===== src/design/abtt_pkg.sv =====
package abtt_pkg;

    localparam int TREE_NODES  = 63;
    localparam int TREE_DEPTH  = 6;
    localparam int STORE_DEPTH = 64;
    localparam int ADDR_W      = 6;
    localparam int IDX_W       = 7;
    localparam int LVL_W       = 3;
    localparam int VAL_W       = 8;
    localparam int ORD_W       = 3;
    localparam int STEP_W      = 2;

    localparam logic CMD_LOAD = 1'b0;
    localparam logic CMD_RUN  = 1'b1;

    localparam logic [ORD_W-1:0] ORD_PRE      = 3'd0;
    localparam logic [ORD_W-1:0] ORD_IN       = 3'd1;
    localparam logic [ORD_W-1:0] ORD_POST     = 3'd2;
    localparam logic [ORD_W-1:0] ORD_MIR_PRE  = 3'd3;
    localparam logic [ORD_W-1:0] ORD_MIR_IN   = 3'd4;
    localparam logic [ORD_W-1:0] ORD_MIR_POST = 3'd5;

    localparam logic [1:0] POS_PRE  = 2'd0;
    localparam logic [1:0] POS_IN   = 2'd1;
    localparam logic [1:0] POS_POST = 2'd2;

    localparam logic [STEP_W-1:0] ST_IDLE = 2'd0;
    localparam logic [STEP_W-1:0] ST_DESC = 2'd1;
    localparam logic [STEP_W-1:0] ST_UP   = 2'd2;
    localparam logic [STEP_W-1:0] ST_BACK = 2'd3;

    localparam logic [1:0] C_START   = 2'd0;
    localparam logic [1:0] C_PRESENT = 2'd1;
    localparam logic [1:0] C_ROOT    = 2'd2;
    localparam logic [1:0] C_FIRST   = 2'd3;

    localparam logic [2:0] IX_HOLD   = 3'd0;
    localparam logic [2:0] IX_ROOT   = 3'd1;
    localparam logic [2:0] IX_FIRST  = 3'd2;
    localparam logic [2:0] IX_SECOND = 3'd3;
    localparam logic [2:0] IX_PARENT = 3'd4;

    localparam logic [1:0] EM_NONE = 2'd0;
    localparam logic [1:0] EM_PRE  = 2'd1;
    localparam logic [1:0] EM_IN   = 2'd2;
    localparam logic [1:0] EM_POST = 2'd3;

    typedef struct packed {
        logic             cmd;
        logic [5:0]       node_index;
        logic [VAL_W-1:0] node_value;
        logic [ORD_W-1:0] order;
    } t_req;

    typedef struct packed {
        logic [VAL_W-1:0] visit_value;
        logic [5:0]       visit_index;
        logic             last;
        logic             empty_res;
    } t_res;

    typedef struct packed {
        logic [2:0] idx_op;
        logic [1:0] emit;
        logic       fin;
    } t_act;

    typedef struct packed {
        logic [1:0]        cond;
        t_act              act_t;
        t_act              act_f;
        logic [STEP_W-1:0] jmp_t;
        logic [STEP_W-1:0] jmp_f;
    } t_uword;

    typedef struct packed {
        logic start;
        logic present;
        logic at_root;
        logic came_first;
    } t_flags;

    // microprogram: one word per step
    function automatic t_uword uprog(input logic [STEP_W-1:0] step);
        t_uword w;
        begin
            unique case (step)
                ST_IDLE: begin
                    w = '{C_START, '{IX_ROOT, EM_NONE, 1'b0}, '{IX_HOLD, EM_NONE, 1'b0},
                          ST_DESC, ST_IDLE};
                end
                ST_DESC: begin
                    w = '{C_PRESENT, '{IX_FIRST, EM_PRE, 1'b0}, '{IX_HOLD, EM_NONE, 1'b0},
                          ST_DESC, ST_UP};
                end
                ST_UP: begin
                    w = '{C_ROOT, '{IX_HOLD, EM_NONE, 1'b1}, '{IX_PARENT, EM_NONE, 1'b0},
                          ST_IDLE, ST_BACK};
                end
                ST_BACK: begin
                    w = '{C_FIRST, '{IX_SECOND, EM_IN, 1'b0}, '{IX_HOLD, EM_POST, 1'b0},
                          ST_DESC, ST_UP};
                end
            endcase
            return w;
        end
    endfunction

endpackage


===== src/design/array_binary_tree_traversal_unit.sv =====
// channel   | ports                     | handshake
// request   | i_start, i_req (t_req)    | taken when i_start and not o_busy
// result    | o_valid, o_res (t_res)    | one-cycle strobe, no back-pressure
//
// A load request is written in the cycle it is taken; o_busy stays low.
// A traversal over n present nodes holds o_busy high through all of its steps:
// per present node one descent step, two return steps and one climb step, plus a
// descent and a climb for each of the n + 1 absent child slots.
// Each node result is held until the next visit so the final one can carry last;
// the final or empty result strobes in the same cycle that o_busy falls.
// Reset (synchronous, active low) marks every node absent at once.
// Results cannot be stalled by the receiver.
module array_binary_tree_traversal_unit (
    input  logic           i_clk,
    input  logic           i_rst_n,
    input  logic           i_start,
    input  abtt_pkg::t_req i_req,
    output logic           o_busy,
    output logic           o_valid,
    output abtt_pkg::t_res o_res
);

    abtt_pkg::t_flags flags;
    abtt_pkg::t_act   act;

    abtt_seq u_seq (
        .i_clk   (i_clk),
        .i_rst_n (i_rst_n),
        .i_flags (flags),
        .o_act   (act),
        .o_busy  (o_busy)
    );

    abtt_dpath u_dpath (
        .i_clk   (i_clk),
        .i_rst_n (i_rst_n),
        .i_start (i_start),
        .i_req   (i_req),
        .i_busy  (o_busy),
        .i_act   (act),
        .o_flags (flags),
        .o_valid (o_valid),
        .o_res   (o_res)
    );

    a_empty_is_last: assert property (@(posedge i_clk) disable iff (!i_rst_n)
        (o_valid && o_res.empty_res) |-> (o_res.last && (o_res.visit_index == '0)))
        else $error("empty result without last");

    a_node_index: assert property (@(posedge i_clk) disable iff (!i_rst_n)
        (o_valid && !o_res.empty_res) |-> (o_res.visit_index != '0))
        else $error("node result with index zero");

    a_end_strobe: assert property (@(posedge i_clk) disable iff (!i_rst_n)
        ($past(i_rst_n) && $fell(o_busy)) |-> (o_valid && o_res.last))
        else $error("traversal ended without final result");

    a_last_gap: assert property (@(posedge i_clk) disable iff (!i_rst_n)
        (o_valid && o_res.last) |=> !o_valid)
        else $error("result right after final result");

endmodule


===== src/design/abtt_ram.sv =====
module abtt_ram #(
    parameter int WIDTH = 8,
    parameter int DEPTH = 64,
    parameter int AW    = $clog2(DEPTH)
) (
    input  logic             i_clk,
    input  logic             i_we,
    input  logic [AW-1:0]    i_waddr,
    input  logic [WIDTH-1:0] i_wdata,
    input  logic [AW-1:0]    i_raddr,
    output logic [WIDTH-1:0] o_rdata
);

    logic [WIDTH-1:0] r_mem [DEPTH];

    always_ff @(posedge i_clk) begin
        if (i_we) begin
            r_mem[i_waddr] <= i_wdata;
        end
        o_rdata <= r_mem[i_raddr];
    end

endmodule


===== src/design/abtt_seq.sv =====
module abtt_seq (
    input  logic                 i_clk,
    input  logic                 i_rst_n,
    input  abtt_pkg::t_flags     i_flags,
    output abtt_pkg::t_act       o_act,
    output logic                 o_busy
);

    logic [abtt_pkg::STEP_W-1:0] r_step;
    logic [abtt_pkg::STEP_W-1:0] n_step;
    abtt_pkg::t_uword            uw;
    logic                        cond_hit;

    always_comb begin
        uw = abtt_pkg::uprog(r_step);
        unique case (uw.cond)
            abtt_pkg::C_START:   cond_hit = i_flags.start;
            abtt_pkg::C_PRESENT: cond_hit = i_flags.present;
            abtt_pkg::C_ROOT:    cond_hit = i_flags.at_root;
            abtt_pkg::C_FIRST:   cond_hit = i_flags.came_first;
        endcase
        o_act  = cond_hit ? uw.act_t : uw.act_f;
        n_step = cond_hit ? uw.jmp_t : uw.jmp_f;
    end

    always_ff @(posedge i_clk) begin
        if (!i_rst_n) begin
            r_step <= abtt_pkg::ST_IDLE;
        end else begin
            r_step <= n_step;
        end
    end

    assign o_busy = (r_step != abtt_pkg::ST_IDLE);

endmodule


===== src/design/abtt_dpath.sv =====
module abtt_dpath (
    input  logic             i_clk,
    input  logic             i_rst_n,
    input  logic             i_start,
    input  abtt_pkg::t_req   i_req,
    input  logic             i_busy,
    input  abtt_pkg::t_act   i_act,
    output abtt_pkg::t_flags o_flags,
    output logic             o_valid,
    output abtt_pkg::t_res   o_res
);

    logic [abtt_pkg::IDX_W-1:0]       r_idx, n_idx;
    logic [abtt_pkg::LVL_W-1:0]       r_lvl, n_lvl;
    logic                             r_mirror;
    logic [1:0]                       r_pos, n_pos;
    logic                             r_first;
    logic [abtt_pkg::STORE_DEPTH-1:0] r_vbits;
    logic                             r_rv;
    logic [abtt_pkg::VAL_W-1:0]       ram_rdata;
    logic [abtt_pkg::VAL_W-1:0]       cur_val;
    logic [abtt_pkg::ADDR_W-1:0]      raddr;
    logic                             accept;
    logic                             wr_en;
    logic                             emit_hit;
    logic                             r_pend_vld;
    logic [abtt_pkg::VAL_W-1:0]       r_pend_val;
    logic [abtt_pkg::ADDR_W-1:0]      r_pend_idx;
    logic                             r_out_vld;
    abtt_pkg::t_res                   r_out;

    assign accept = i_start && !i_busy;
    assign wr_en  = accept && (i_req.cmd == abtt_pkg::CMD_LOAD)
                    && (i_req.node_index != '0)
                    && ({1'b0, i_req.node_index} <= abtt_pkg::IDX_W'(abtt_pkg::TREE_NODES));

    always_comb begin
        unique case (i_act.idx_op)
            abtt_pkg::IX_ROOT: begin
                n_idx = abtt_pkg::IDX_W'(1);
                n_lvl = abtt_pkg::LVL_W'(1);
            end
            abtt_pkg::IX_FIRST: begin
                n_idx = {r_idx[abtt_pkg::IDX_W-2:0], r_mirror};
                n_lvl = r_lvl + abtt_pkg::LVL_W'(1);
            end
            abtt_pkg::IX_SECOND: begin
                n_idx = {r_idx[abtt_pkg::IDX_W-2:0], !r_mirror};
                n_lvl = r_lvl + abtt_pkg::LVL_W'(1);
            end
            abtt_pkg::IX_PARENT: begin
                n_idx = {1'b0, r_idx[abtt_pkg::IDX_W-1:1]};
                n_lvl = r_lvl - abtt_pkg::LVL_W'(1);
            end
            default: begin
                n_idx = r_idx;
                n_lvl = r_lvl;
            end
        endcase
    end

    always_comb begin
        unique case (i_req.order)
            abtt_pkg::ORD_PRE, abtt_pkg::ORD_MIR_PRE: n_pos = abtt_pkg::POS_PRE;
            abtt_pkg::ORD_IN,  abtt_pkg::ORD_MIR_IN:  n_pos = abtt_pkg::POS_IN;
            default:                                  n_pos = abtt_pkg::POS_POST;
        endcase
    end

    assign raddr = n_idx[abtt_pkg::ADDR_W-1:0];

    abtt_ram #(
        .WIDTH (abtt_pkg::VAL_W),
        .DEPTH (abtt_pkg::STORE_DEPTH)
    ) u_store (
        .i_clk   (i_clk),
        .i_we    (wr_en),
        .i_waddr (i_req.node_index),
        .i_wdata (i_req.node_value),
        .i_raddr (raddr),
        .o_rdata (ram_rdata)
    );

    assign cur_val = r_rv ? ram_rdata : '0;

    assign o_flags.start = accept && (i_req.cmd == abtt_pkg::CMD_RUN)
                           && (i_req.order <= abtt_pkg::ORD_MIR_POST);
    assign o_flags.present = (r_idx <= abtt_pkg::IDX_W'(abtt_pkg::TREE_NODES))
                             && (r_lvl <= abtt_pkg::LVL_W'(abtt_pkg::TREE_DEPTH))
                             && (cur_val != '0);
    assign o_flags.at_root    = (r_idx == abtt_pkg::IDX_W'(1));
    assign o_flags.came_first = r_first;

    assign emit_hit = ((i_act.emit == abtt_pkg::EM_PRE)  && (r_pos == abtt_pkg::POS_PRE))
                   || ((i_act.emit == abtt_pkg::EM_IN)   && (r_pos == abtt_pkg::POS_IN))
                   || ((i_act.emit == abtt_pkg::EM_POST) && (r_pos == abtt_pkg::POS_POST));

    always_ff @(posedge i_clk) begin
        if (!i_rst_n) begin
            r_idx      <= abtt_pkg::IDX_W'(1);
            r_lvl      <= abtt_pkg::LVL_W'(1);
            r_vbits    <= '0;
            r_rv       <= 1'b0;
            r_pend_vld <= 1'b0;
            r_out_vld  <= 1'b0;
        end else begin
            r_idx <= n_idx;
            r_lvl <= n_lvl;
            r_rv  <= r_vbits[raddr];
            if (wr_en) begin
                r_vbits[i_req.node_index] <= 1'b1;
            end
            // one result held back so the final one can carry last
            if (emit_hit) begin
                r_pend_vld <= 1'b1;
                r_out_vld  <= r_pend_vld;
            end else if (i_act.fin) begin
                r_pend_vld <= 1'b0;
                r_out_vld  <= 1'b1;
            end else begin
                r_out_vld  <= 1'b0;
            end
        end
    end

    always_ff @(posedge i_clk) begin
        if (i_act.idx_op == abtt_pkg::IX_ROOT) begin
            r_mirror <= (i_req.order >= abtt_pkg::ORD_MIR_PRE);
            r_pos    <= n_pos;
        end
        if (i_act.idx_op == abtt_pkg::IX_PARENT) begin
            r_first <= (r_idx[0] == r_mirror);
        end
        if (emit_hit) begin
            r_pend_val <= cur_val;
            r_pend_idx <= r_idx[abtt_pkg::ADDR_W-1:0];
            r_out      <= '{r_pend_val, r_pend_idx, 1'b0, 1'b0};
        end else if (i_act.fin) begin
            if (r_pend_vld) begin
                r_out <= '{r_pend_val, r_pend_idx, 1'b1, 1'b0};
            end else begin
                r_out <= '{'0, '0, 1'b1, 1'b1};
            end
        end
    end

    assign o_valid = r_out_vld;
    assign o_res   = r_out;

endmodule


===== config.mk =====
export PLATFORM = sky130hd
export DESIGN_NAME = array_binary_tree_traversal_unit
export DESIGN_NICKNAME = d
export VERILOG_FILES = /design/src/design/abtt_pkg.sv /design/src/design/array_binary_tree_traversal_unit.sv /design/src/design/abtt_ram.sv /design/src/design/abtt_seq.sv /design/src/design/abtt_dpath.sv
export SDC_FILE = /design/constraint.sdc
export NUM_CORES = 1
export LEC_CHECK = 0
export BUFFER_PORTS_ARGS = -buffer_cell sky130_fd_sc_hd__clkbuf_2
export CORE_ASPECT_RATIO = 1.25
export CORE_UTILIZATION = 62
export DETAILED_ROUTE_END_ITERATION = 7
export PLACE_DENSITY_LB_ADDON = 0.3
export SYNTH_ARGS = -nofsm -noshare
export SYNTH_HDL_FRONTEND = slang
export SYNTH_HIERARCHICAL = 1
export SYNTH_SLANG_ARGS = --single-unit

===== constraint.sdc =====
create_clock -name i_clk -period 7.05 [get_ports i_clk]
set_clock_uncertainty 0.1 [all_clocks]
set_input_delay 0.705 -clock i_clk [delete_from_list [all_inputs] [get_ports i_clk]]
set_output_delay 0.705 -clock i_clk [all_outputs]
set_load 0.01 [all_outputs]

==> flow_summary.json <==
{
  "place_congestion": 0.860,
  "endpoint_kind": "register",
  "routed_wl_um": 55500,
  "place_ws_ps": 1320,
  "synth-compound-area-share_pct": 4.50,
  "rows": 82,
  "vias": 13600,
  "insertion_delay_ps": 600,
  "wl_per_cell_um": 26.3,
  "place_hpwl_um": 33600,
  "syn_area_per_cell_um2": 17.3,
  "drt_iter0_markers": 1298,
  "async_flop_share_pct": 0,
  "critPathRequiredTime_ps": 7390,
  "track_usage_pct": 27.2,
  "synth-adder-area-share_pct": 0.472,
  "grt_max_degree": 80,
  "setup-violations-final": 0,
  "finalCritPeriodShare_pct": 83.0,
  "ir_drop_uv": 222,
  "rsz0062_at_grt": "no",
  "fp.coreArea_um2": 40300,
  "h-tree-depth": 2,
  "drc": 0,
  "synthFlopType": "edfxtp_1",
  "highest_layer": "met4",
  "cts_inserted_buffers": 56,
  "initial_core_util_pct": 63.1,
  "grt_antenna_before_repair": 0,
  "critical_path_arrival_ps": 6190,
  "synthMuxAreaShare_pct": 14.1,
  "clkSlewWorstSetupHoldPaths_ps": 60,
  "io_buffer_count": 38,
  "slew-limit-headroom_pct": 19.1,
  "die_w_um": 183,
  "outcome": "completed",
  "power_leakage_nw": 8.86,
  "viasPerCell": 6.44,
  "wl_met1_um": 20600,
  "finalPower_mw": 8.73,
  "drv_slew": 0,
  "nNetsFinal": 1542,
  "cts_tree": "yes",
  "crit_type": "reg -> reg",
  "synth_xor_area_share_pct": 0.138,
  "synth_nets": 1502,
  "power.density_nw_per_um2": 313,
  "synth_top_family_by_area": "multiplexers",
  "drive_gt1_share_pct": 20.3,
  "finalHoldViolCount": 0,
  "maxCapViolCount": 0,
  "place_area_um2": 26100,
  "cp-start-kind": "register",
  "crit_fanout": 68,
  "period_minus_slack_ps": 5850,
  "fin_area_um2": 27900,
  "synth_seq_cells": 633,
  "tightest_slew_ps": 1200,
  "cts-root-buf": "clkbuf_16",
  "synth_edf_count": 544,
  "grt_pass1_vias": 13600,
  "worstHoldPathType": "in -> reg",
  "grt_pass1_wl_um": 83200,
  "ant_nets": 0,
  "synth.distinct_cells": 73,
  "syn_inst": 1472,
  "clock_path_buffers": 3,
  "grt-ovfl-total": 0,
  "setup_tns_ps": 0,
  "cts_resized": 0,
  "drt-pass1-iter-count": 5,
  "wl_met2_um": 28500,
  "synth-seq-area-share_pct": 71.2,
  "setup_slack_ps": 1200,
  "met3_length_um": 3880,
  "ioPinCount": 39,
  "post_cts_buffers": 0,
  "syn_area_um2": 25500,
  "die-area_um2": 41900,
  "whs_ps": 324,
  "synthToLayoutAreaGrowth_pct": 9.71,
  "cts_hold_buf": 0,
  "maxClockFrequency_mhz": 171,
  "die_y_um": 229,
  "yosysWarnings": 6,
  "antenna_cells": 0,
  "clock-sinks": 633,
  "synth-simple-area-share_pct": 7.58
}
-- synthesized netlist by cell type, drive strengths merged, types with 6 or more instances --
library cell | count | area share [%]
nor2b | 87 | 2.1
mux4 | 127 | 11
o21ai | 12 | 0.24
ha | 8 | 0.39
mux2 | 25 | 1.2
nor4 | 8 | 0.22
nor2 | 95 | 1.4
o22ai | 8 | 0.20
nand2 | 57 | 0.84
a211oi | 6 | 0.18
dfxtp | 89 | 7.0
edfxtp | 544 | 64
mux2i | 43 | 1.7
a21oi | 71 | 1.4
clkbuf | 36 | 0.53
o221ai | 8 | 0.28
nor3 | 18 | 0.35
nand3 | 28 | 0.55
and3 | 6 | 0.15
a221oi | 13 | 0.65
nand2b | 11 | 0.27
buf | 46 | 1.3
nand4 | 6 | 0.21
nor3b | 8 | 0.24
inv | 17 | 0.25
and2 | 30 | 0.74
-- power breakdown --
part | total [mW] | internal (mW) | leakage (nW) | switching (mW)
Combinational | 1.51 | 0.692 | 2.34 | 0.822
Sequential | 4.20 | 4.15 | 5.63 | 0.0481
Clock | 3.02 | 1.71 | 0.882 | 1.31
-- layout make-up --
type / instances / area [um2]
clock buffer: 72 / 1520
multi-input combinational: 740 / 6820
sequential: 633 / 18100
inverter: 17 / 75.1
tap: 546 / 683
timing repair buffer: 64 / 398
clock inverter: 34 / 310
fill: 2550 / 12400
-- sequential cells by signal, summed over array words and instances, names as in the netlist --
name / flops
u_dpath/u_store/o_rdata: 8
u_dpath/r_rv: 1
u_dpath/o_res: 16
u_dpath/r_vbits: 64
u_dpath/r_idx: 7
u_dpath/r_mirror: 1
u_dpath/u_store/r_mem: 512
u_dpath/r_pend_idx: 6
u_dpath/r_lvl: 3
u_seq/r_step: 2
u_dpath/r_pend_vld: 1
u_dpath/r_pos: 2
u_dpath/r_pend_val: 8
u_dpath/o_valid: 1
u_dpath/r_first: 1
-- final timing paths --
kind,start,depth (start not counted),slack (ps),endpoint
setup / recovery,u_dpath/r_idx[0]$_SDFF_PN1_,14,1200,u_dpath/u_store/o_rdata[6]$_DFF_P_
hold / removal,i_req[2],2,320,u_dpath/r_mirror$_DFFE_PP_
setup reg to reg,u_dpath/r_idx[0]$_SDFF_PN1_,14,1200,u_dpath/u_store/o_rdata[6]$_DFF_P_
hold reg to reg,u_dpath/o_res[1]$_SDFFE_PP0P_,2,370,u_dpath/o_res[1]$_SDFFE_PP0P_
-- logic make-up (layout without fill, tap and decap cells) --
| logic type | after synthesis | in the layout |
|---|---|---|
| buffers and inverters | 99 | 187 |
| flip-flops | 633 | 633 |
| AND/OR/NAND/NOR | 369 | 369 |
| adder cells (fa/ha/maj) | 9 | 9 |
| multiplexers | 195 | 195 |
| AO/OA/AOI/OAI | 163 | 163 |
| XOR/XNOR | 4 | 4 |
-- cell usage in the layout (no fill, tap or decap), types with 10 or more instances in the layout --
master	count
a21oi_1	70
a221oi_1	10
and2_1	29
buf_4	25
clkbuf_1	11
clkbuf_16	57
clkbuf_2	38
clkinv_1	11
dfxtp_1	89
edfxtp_1	544
inv_1	13
mux2_2	20
mux2i_1	43
mux4_2	127
nand2_1	57
nand2b_1	11
nand3_1	28
nor2_1	94
nor2b_1	87
nor3_1	18
-- critical path, cell delays in order (launching register included) --
cell and delay (ps):
dfxtp_1 430, or4b_2 600, nor4_1 300, nand2_1 120
a21oi_2 290, o211a_1 610, or2_1 230, o32a_1 190
nand4_4 320, inv_8 590, buf_4 430, mux4_2 570
o221a_2 270, nor3_1 410, o32ai_1 180
-- metrics by stage --
step	util (%)	instances
after detailed placement	64.7	2000
after CTS	69.3	2106
final	69.3	2106
after floorplan	-	1472
after global placement	64.7	2000
after global routing	69.3	2106
-- metal layers --
layer	global-route usage (%)	vias to the layer above
li1	-	5878
met1	34.8	6909
met2	46.4	641
met3	3.84	128
met4	12.3	0
met5	0	-
Note: power is estimated with default switching activity, not from simulation.
